### src/rtl/doubly_linked_list_manager_macros.svh
// Assertion macros for the doubly linked list manager.
// Used by the top level; depends on nothing.
`ifndef DOUBLY_LINKED_LIST_MANAGER_MACROS_SVH
`define DOUBLY_LINKED_LIST_MANAGER_MACROS_SVH

// check in the same cycle
`define DLLM_ASSERT_SAME(label, clk, rst, ante, cons, msg) \
   label: assert property (@(posedge clk) disable iff (rst) (ante) |-> (cons)) \
      else $error(msg);

// check in the following cycle
`define DLLM_ASSERT_NEXT(label, clk, rst, ante, cons, msg) \
   label: assert property (@(posedge clk) disable iff (rst) (ante) |=> (cons)) \
      else $error(msg);

`endif

### src/rtl/dllm_pkg.sv
// Shared types for the doubly linked list manager: item structs, codes, state
// and the command/status structs between controller and datapath.
package dllm_pkg;

   typedef enum logic [1:0] {
      OP_INIT     = 2'd0,
      OP_ADD_HEAD = 2'd1,
      OP_ADD_TAIL = 2'd2,
      OP_CUT      = 2'd3
   } op_type;

   typedef enum logic [1:0] {
      STAT_DONE          = 2'd0,
      STAT_ADD_MEMBER    = 2'd1,
      STAT_CUT_NONMEMBER = 2'd2
   } status_type;

   typedef enum logic [2:0] {
      ST_CLEAR,
      ST_IDLE,
      ST_DECIDE,
      ST_LINK,
      ST_OWNRD,
      ST_UNLINK
   } state_type;

   typedef struct packed {
      logic [1:0] op;
      logic [1:0] list_id;
      logic [7:0] node;
   } req_type;

   typedef struct packed {
      logic [1:0] status;
      logic       head_valid;
      logic [7:0] head_node;
      logic       tail_valid;
      logic [7:0] tail_node;
   } rsp_type;

   typedef struct packed {
      logic clear_en;
      logic load;
      logic decide;
      logic link;
      logic own_rd;
      logic unlink;
   } dp_cmd_type;

   typedef struct packed {
      op_type op;
      logic   member;
      logic   head_empty;
      logic   tail_empty;
      logic   sweep_done;
   } dp_stat_type;

endpackage

### src/rtl/dllm_ctrl.sv
// Controller of the doubly linked list manager: sequences clearing, lookup and
// link updates. Depends on dllm_pkg.
module dllm_ctrl
   import dllm_pkg::*;
(
   input  logic        clock,
   input  logic        reset,
   input  logic        start,
   input  dp_stat_type stat,
   output dp_cmd_type  cmd,
   output logic        busy
);

   state_type state_ff;
   state_type state_in;

   always_ff @(posedge clock) begin
      if (reset) begin
         state_ff <= ST_CLEAR;
      end else begin
         state_ff <= state_in;
      end
   end

   always_comb begin
      state_in = state_ff;
      cmd      = '0;
      busy     = 1'b1;
      unique case (state_ff)
         ST_CLEAR: begin
            cmd.clear_en = 1'b1;
            if (stat.sweep_done) begin
               state_in = ST_IDLE;
            end
         end
         ST_IDLE: begin
            busy = 1'b0;
            if (start) begin
               cmd.load = 1'b1;
               state_in = ST_DECIDE;
            end
         end
         ST_DECIDE: begin
            cmd.decide = 1'b1;
            state_in   = ST_IDLE;
            unique case (stat.op)
               OP_INIT: begin
                  state_in = ST_IDLE;
               end
               OP_ADD_HEAD: begin
                  if (!stat.member && !stat.head_empty) begin
                     state_in = ST_LINK;
                  end
               end
               OP_ADD_TAIL: begin
                  if (!stat.member && !stat.tail_empty) begin
                     state_in = ST_LINK;
                  end
               end
               OP_CUT: begin
                  if (stat.member) begin
                     state_in = ST_OWNRD;
                  end
               end
               default: state_in = ST_IDLE;
            endcase
         end
         ST_LINK: begin
            cmd.link = 1'b1;
            state_in = ST_IDLE;
         end
         ST_OWNRD: begin
            cmd.own_rd = 1'b1;
            state_in   = ST_UNLINK;
         end
         ST_UNLINK: begin
            cmd.unlink = 1'b1;
            state_in   = ST_IDLE;
         end
         default: state_in = ST_CLEAR;
      endcase
   end

endmodule

### config.mk
export PLATFORM = sky130hd
export DESIGN_NAME = dllm_ctrl
export DESIGN_NICKNAME = d
export VERILOG_FILES = /design/src/rtl/doubly_linked_list_manager_macros.svh /design/src/rtl/dllm_pkg.sv /design/src/rtl/dllm_ctrl.sv
export SDC_FILE = /design/constraint.sdc
export NUM_CORES = 1
export LEC_CHECK = 0
export BUFFER_PORTS_ARGS = -buffer_cell sky130_fd_sc_hd__buf_4
export CORE_AREA = 4 4 41 43
export DETAILED_ROUTE_END_ITERATION = 8
export DIE_AREA = 0 0 45 47
export GPL_TIMING_DRIVEN = 0
export SLEW_MARGIN = 20
export SYNTH_ARGS = -nofsm -noshare
export SYNTH_HDL_FRONTEND = slang
export SYNTH_SLANG_ARGS = --single-unit
### constraint.sdc
create_clock -name clock -period 0.9 [get_ports clock]
set_input_delay 0.045 -clock clock [delete_from_list [all_inputs] [get_ports clock]]
set_output_delay 0.045 -clock clock [all_outputs]
set_load 0.03 [all_outputs]
Word level (Yosys, flattened, before mapping)
Index checks and enable logic that the tools add are counted.
{"block": "classes", "muxes": 15, "n_reduce_logical": 9, "n_eq_ne": 10}
{"operator": "one-hot mux 3 bit (5 select lines)", "n": 1}
{"operator": "one-hot mux 3 bit (4 select lines)", "n": 1}
{"operator": "two-way mux 3 bit", "n": 3}
{"operator": "two-way mux 1 bit", "n": 8}
{"operator": "== test 3 x 2 -> 1 bit, second input constant", "n": 2}
{"operator": "== test 3 bit, second input constant", "n": 2}
{"operator": "== test 2 bit, second input constant", "n": 2}
{"operator": "two-way mux 2 bit", "n": 2}
{"operator": "inequality test 2 bit, second input constant", "n": 2}
{"operator": "== test 3 x 1 -> 1 bit, second input constant", "n": 1}
{"operator": "logical NOT 1 bit", "n": 3}
{"operator": "logical NOT 3 bit", "n": 1}
{"operator": "== test 2 x 1 -> 1 bit, second input constant", "n": 1}
{"operator": "logical AND 1 bit", "n": 2}
{"operator": "logical NOT 2 bit", "n": 1}
{"operator": "AND reduction 2 bit", "n": 1}
{"operator": "OR reduction 2 bit", "n": 1}
{"block": "totals", "word_cells": 35, "output_inout_bits": 7, "reg_bits": 3, "input_bits": 9}

Depth between registers and ports, before layout
{"block": "depth", "ltp_word": 5, "depth_mapped": 5, "depth_no_buf": 5}

Worst setup path after synthesis
OpenSTA, ideal clock, no wires.
{"block": "synth_path", "path_kind": "flip-flop to output port", "from": "register state_ff[0]", "to": "output port cmd[5] (netlist bit)", "path_slack_ns": -0.309, "required_time_ns": 0.855, "path_buffers": 1, "stages_incl_launch_ff": 3, "t_arrival_ns": 1.164, "cell_sequence": "dfxtp_1 buf_2 nor3_1"}
{"item": "start, declared", "line": "dllm_ctrl.sv:14", "source": "state_type state_ff;"}
{"item": "start signal, assigned", "line": "dllm_ctrl.sv:21", "source": "state_ff <= state_in;"}
{"item": "end, declared", "line": "dllm_ctrl.sv:10", "source": "output dp_cmd_type cmd,"}

==> results.json <==
{
  "status": "complete, but fails checks",
  "violations": "setup timing",
  "path_depth": 3,
  "rows": 13,
  "io_pins": 16,
  "critPathLaunch": "state_ff[0]",
  "r2r_slack_ns": -0.12,
  "finalCritPeriodShare": 1.21,
  "crit_family": "flip-flops",
  "grt_pass1_vias": 328,
  "netlist_area_um2": 265,
  "cts_buffer_depth": 2,
  "core_um2": 1300,
  "dp_slack_ns": -0.178,
  "detail_route.wirelength_um": 802,
  "grt_max_degree": 10,
  "grt_use_met1": 0.0769,
  "powerDensity_nw_per_um2": 1100,
  "r2r_start": "state_ff[0]",
  "finalMaxSlewViolations": 0,
  "use_met3": 0.0536,
  "detail_route.wl_per_cell_um": 10.8,
  "dieArea_um2": 2120,
  "start_util": 0.204,
  "fillers": 129,
  "p_comb_frac": 0.405,
  "rr_worst_depth": 4,
  "rsz0062_at_grt": "yes",
  "hold_path_depth": 3,
  "gp_congestion": 0.733,
  "antenna_found_initial": 0,
  "worstPathCellList": "buf_8 > nor3_2 > buf_4",
  "worst_pin_slew_ns": 0.249,
  "rr_endpoint": "state_ff[0]",
  "multi_input_area_um2": 245,
  "ys_ff_latch": 3,
  "grt_pass1_wl_mm": 1.24,
  "postSynthCellCount": 33,
  "irDropWorstVdd_mv": 0.513,
  "layout_common_cells": "buf_4, buf_6, inv_1, nor2b_4",
  "max_clock_freq_mhz": 918,
  "holdWs_ns": 0.102,
  "ant_nets": 0,
  "p_int_mw": 0.452,
  "syn2layout_area_growth_pct": 126,
  "cts_root_buf": "clkbuf_4",
  "top_usage_layer": "met2",
  "regMostFlops": "state_ff",
  "drive_above_1_share": 0.661,
  "gr-total-overflow": 0,
  "post_synth.cell_area_avg_um2": 8.04,
  "slowest_stage": "dfxtp_4",
  "cp_num_buf_inv": 2,
  "yosysWarnings": 0,
  "leakagePower_nw": 0.271,
  "dieWidth_um": 45,
  "setup_viol": 10,
  "dieHeight_um": 47,
  "p_clk_frac": 0.364,
  "crit_type": "reg -> out",
  "seqPwrFrac": 0.231,
  "worst_hold_path.endpoint": "state_ff[1]",
  "arrival_ns": 1.04,
  "first_iter_violations": 0,
  "critical-path-max-stage-delay_ns": 0.36,
  "cts_tree": "yes",
  "min-delay-start": "start",
  "fin_skew_ns": 0.00134,
  "p_switching_mw": 0.209,
  "synth.distinct_cells": 19,
  "seq_area_um2": 71.3,
  "required_ns": 0.85,
  "hold_viol": 0,
  "ys_seq_area_frac": 0.226,
  "hpwlAfterDp_um": 559,
  "start_kind": "flop",
  "min_period_ns": 1.09,
  "max-slew-margin-rel": 0.834,
  "insertion_delay_ns": 0.23,
  "postLayoutSetupSlackWorst_ns": -0.190,
  "nNetsFinal": 72,
  "viasPerCell": 4.43,
  "clk_pin_slew_ns": 0.04,
  "routed-via-count": 328,
  "antenna_cells": 0,
  "maxCapViolCount": 0,
  "clock_sinks": 3,
  "grt_use_total": 0.0844,
  "hold_class": "in -> reg",
  "io_buffers": 15,
  "crit_path_end_kind": "output pin",
  "largest_reg_flops": 3,
  "fin_util": 0.461,
  "swShare": 0.317,
  "met2_usage": 0.150,
  "final_common_cell": "buf_4",
  "route.detailed.drc": 0,
  "top_regs": "state_ff: 3 flops",
  "cts_buffers": 3,
  "h-tree-depth": 1,
  "syn_nets": 45,
  "firstDrtPassIters": 1,
  "crit_fanout": 5
}
==> area by class of cell <==
cell class / count / area share
multi-input cells: 25 / 0.409
inverters: 4 / 0.0251
clock buffers: 4 / 0.0438
flip-flops and latches: 3 / 0.119
well taps: 15 / 0.0313
repair buffers: 22 / 0.347
plain buffers: 1 / 0.0251
==> layer usage <==
metal | wire [µm] | vias to the layer above
met5 | 0 | -
met4 | 0 | 0
li1 | - | 163
met3 | 93 | 0
met1 | 297 | 152
met2 | 412 | 13
==> through the flow <==
step	instance area, µm²	std cells	total power [mW]	setup TNS (ns)
6_report	599	74	0.661	-1.46
2_1_floorplan	284	33	0.264	-0.157
5_1_grt	599	74	0.703	-1.95
3_5_place_dp	415	63	0.337	-0.788
3_3_place_gp	415	63	0.334	-0.722
4_1_cts	548	71	0.641	-1.58
==> repair_timing <==
| action | in CTS | in global routing |
|---|---|---|
| setup buffers | 3 | 2 |
| hold buffers | 1 | 0 |
| endpoints found under the setup margin | 10 | 10 |
| gates cloned | 0 | 1 |
| gates resized for setup | 19 | 4 |
| pin swaps | 2 | 2 |
| endpoints found under the hold margin | 2 | 0 |
==> synthesized netlist by cell type <==
master     n  share of area
nor4b_1    1          0.033
ha_1       3           0.14
a2111oi_2  1          0.057
nand2b_1   1          0.024
nor2b_1    3          0.071
or2_1      1          0.024
and2_1     2          0.047
dfxtp_1    3           0.23
o32ai_1    1          0.033
nand3_1    2          0.038
nand2_1    2          0.028
a31oi_1    1          0.024
buf_2      1          0.019
mux2i_1    1          0.038
nor3_1     2          0.038
nor2_1     1          0.014
inv_1      4          0.057
a21oi_1    2          0.038
nor2b_4    1          0.052
==> worst max path at each step <==
stage	to	slack (ns)
5_1_grt	cmd[4]	-0.24
6_report	cmd[5]	-0.19
3_5_place_dp	state_ff[1]	-0.18
2_1_floorplan	cmd[5]	-0.08
4_1_cts	cmd[1]	-0.21
3_3_place_gp	state_ff[1]	-0.15
==> logic make-up after synthesis <==
kind of cell,share of synthesized area
AND/OR/NAND/NOR,0.368
AO/OA/AOI/OAI,0.151
buffers and inverters,0.0754
adder cells (fa/ha/maj),0.142
flip-flops,0.226
multiplexers,0.0377
==> power groups by stage <==
stage | clock (mW) | sequential (mW) | combinational, mW
floorplan | 0 | 0.149 | 0.115
global placement | 0 | 0.151 | 0.183
detailed placement | 0 | 0.151 | 0.186
CTS | 0.256 | 0.150 | 0.235
global route | 0.261 | 0.154 | 0.288
finish | 0.240 | 0.153 | 0.268
==> worst reg2reg max path: stages, from the launching register on <==
cell,delay [ns]
dfxtp_4,0.36
buf_8,0.13
buf_6,0.11
a2111oi_4,0.19
o32ai_1,0.11
Note: power is estimated with default switching activity, not from simulation.
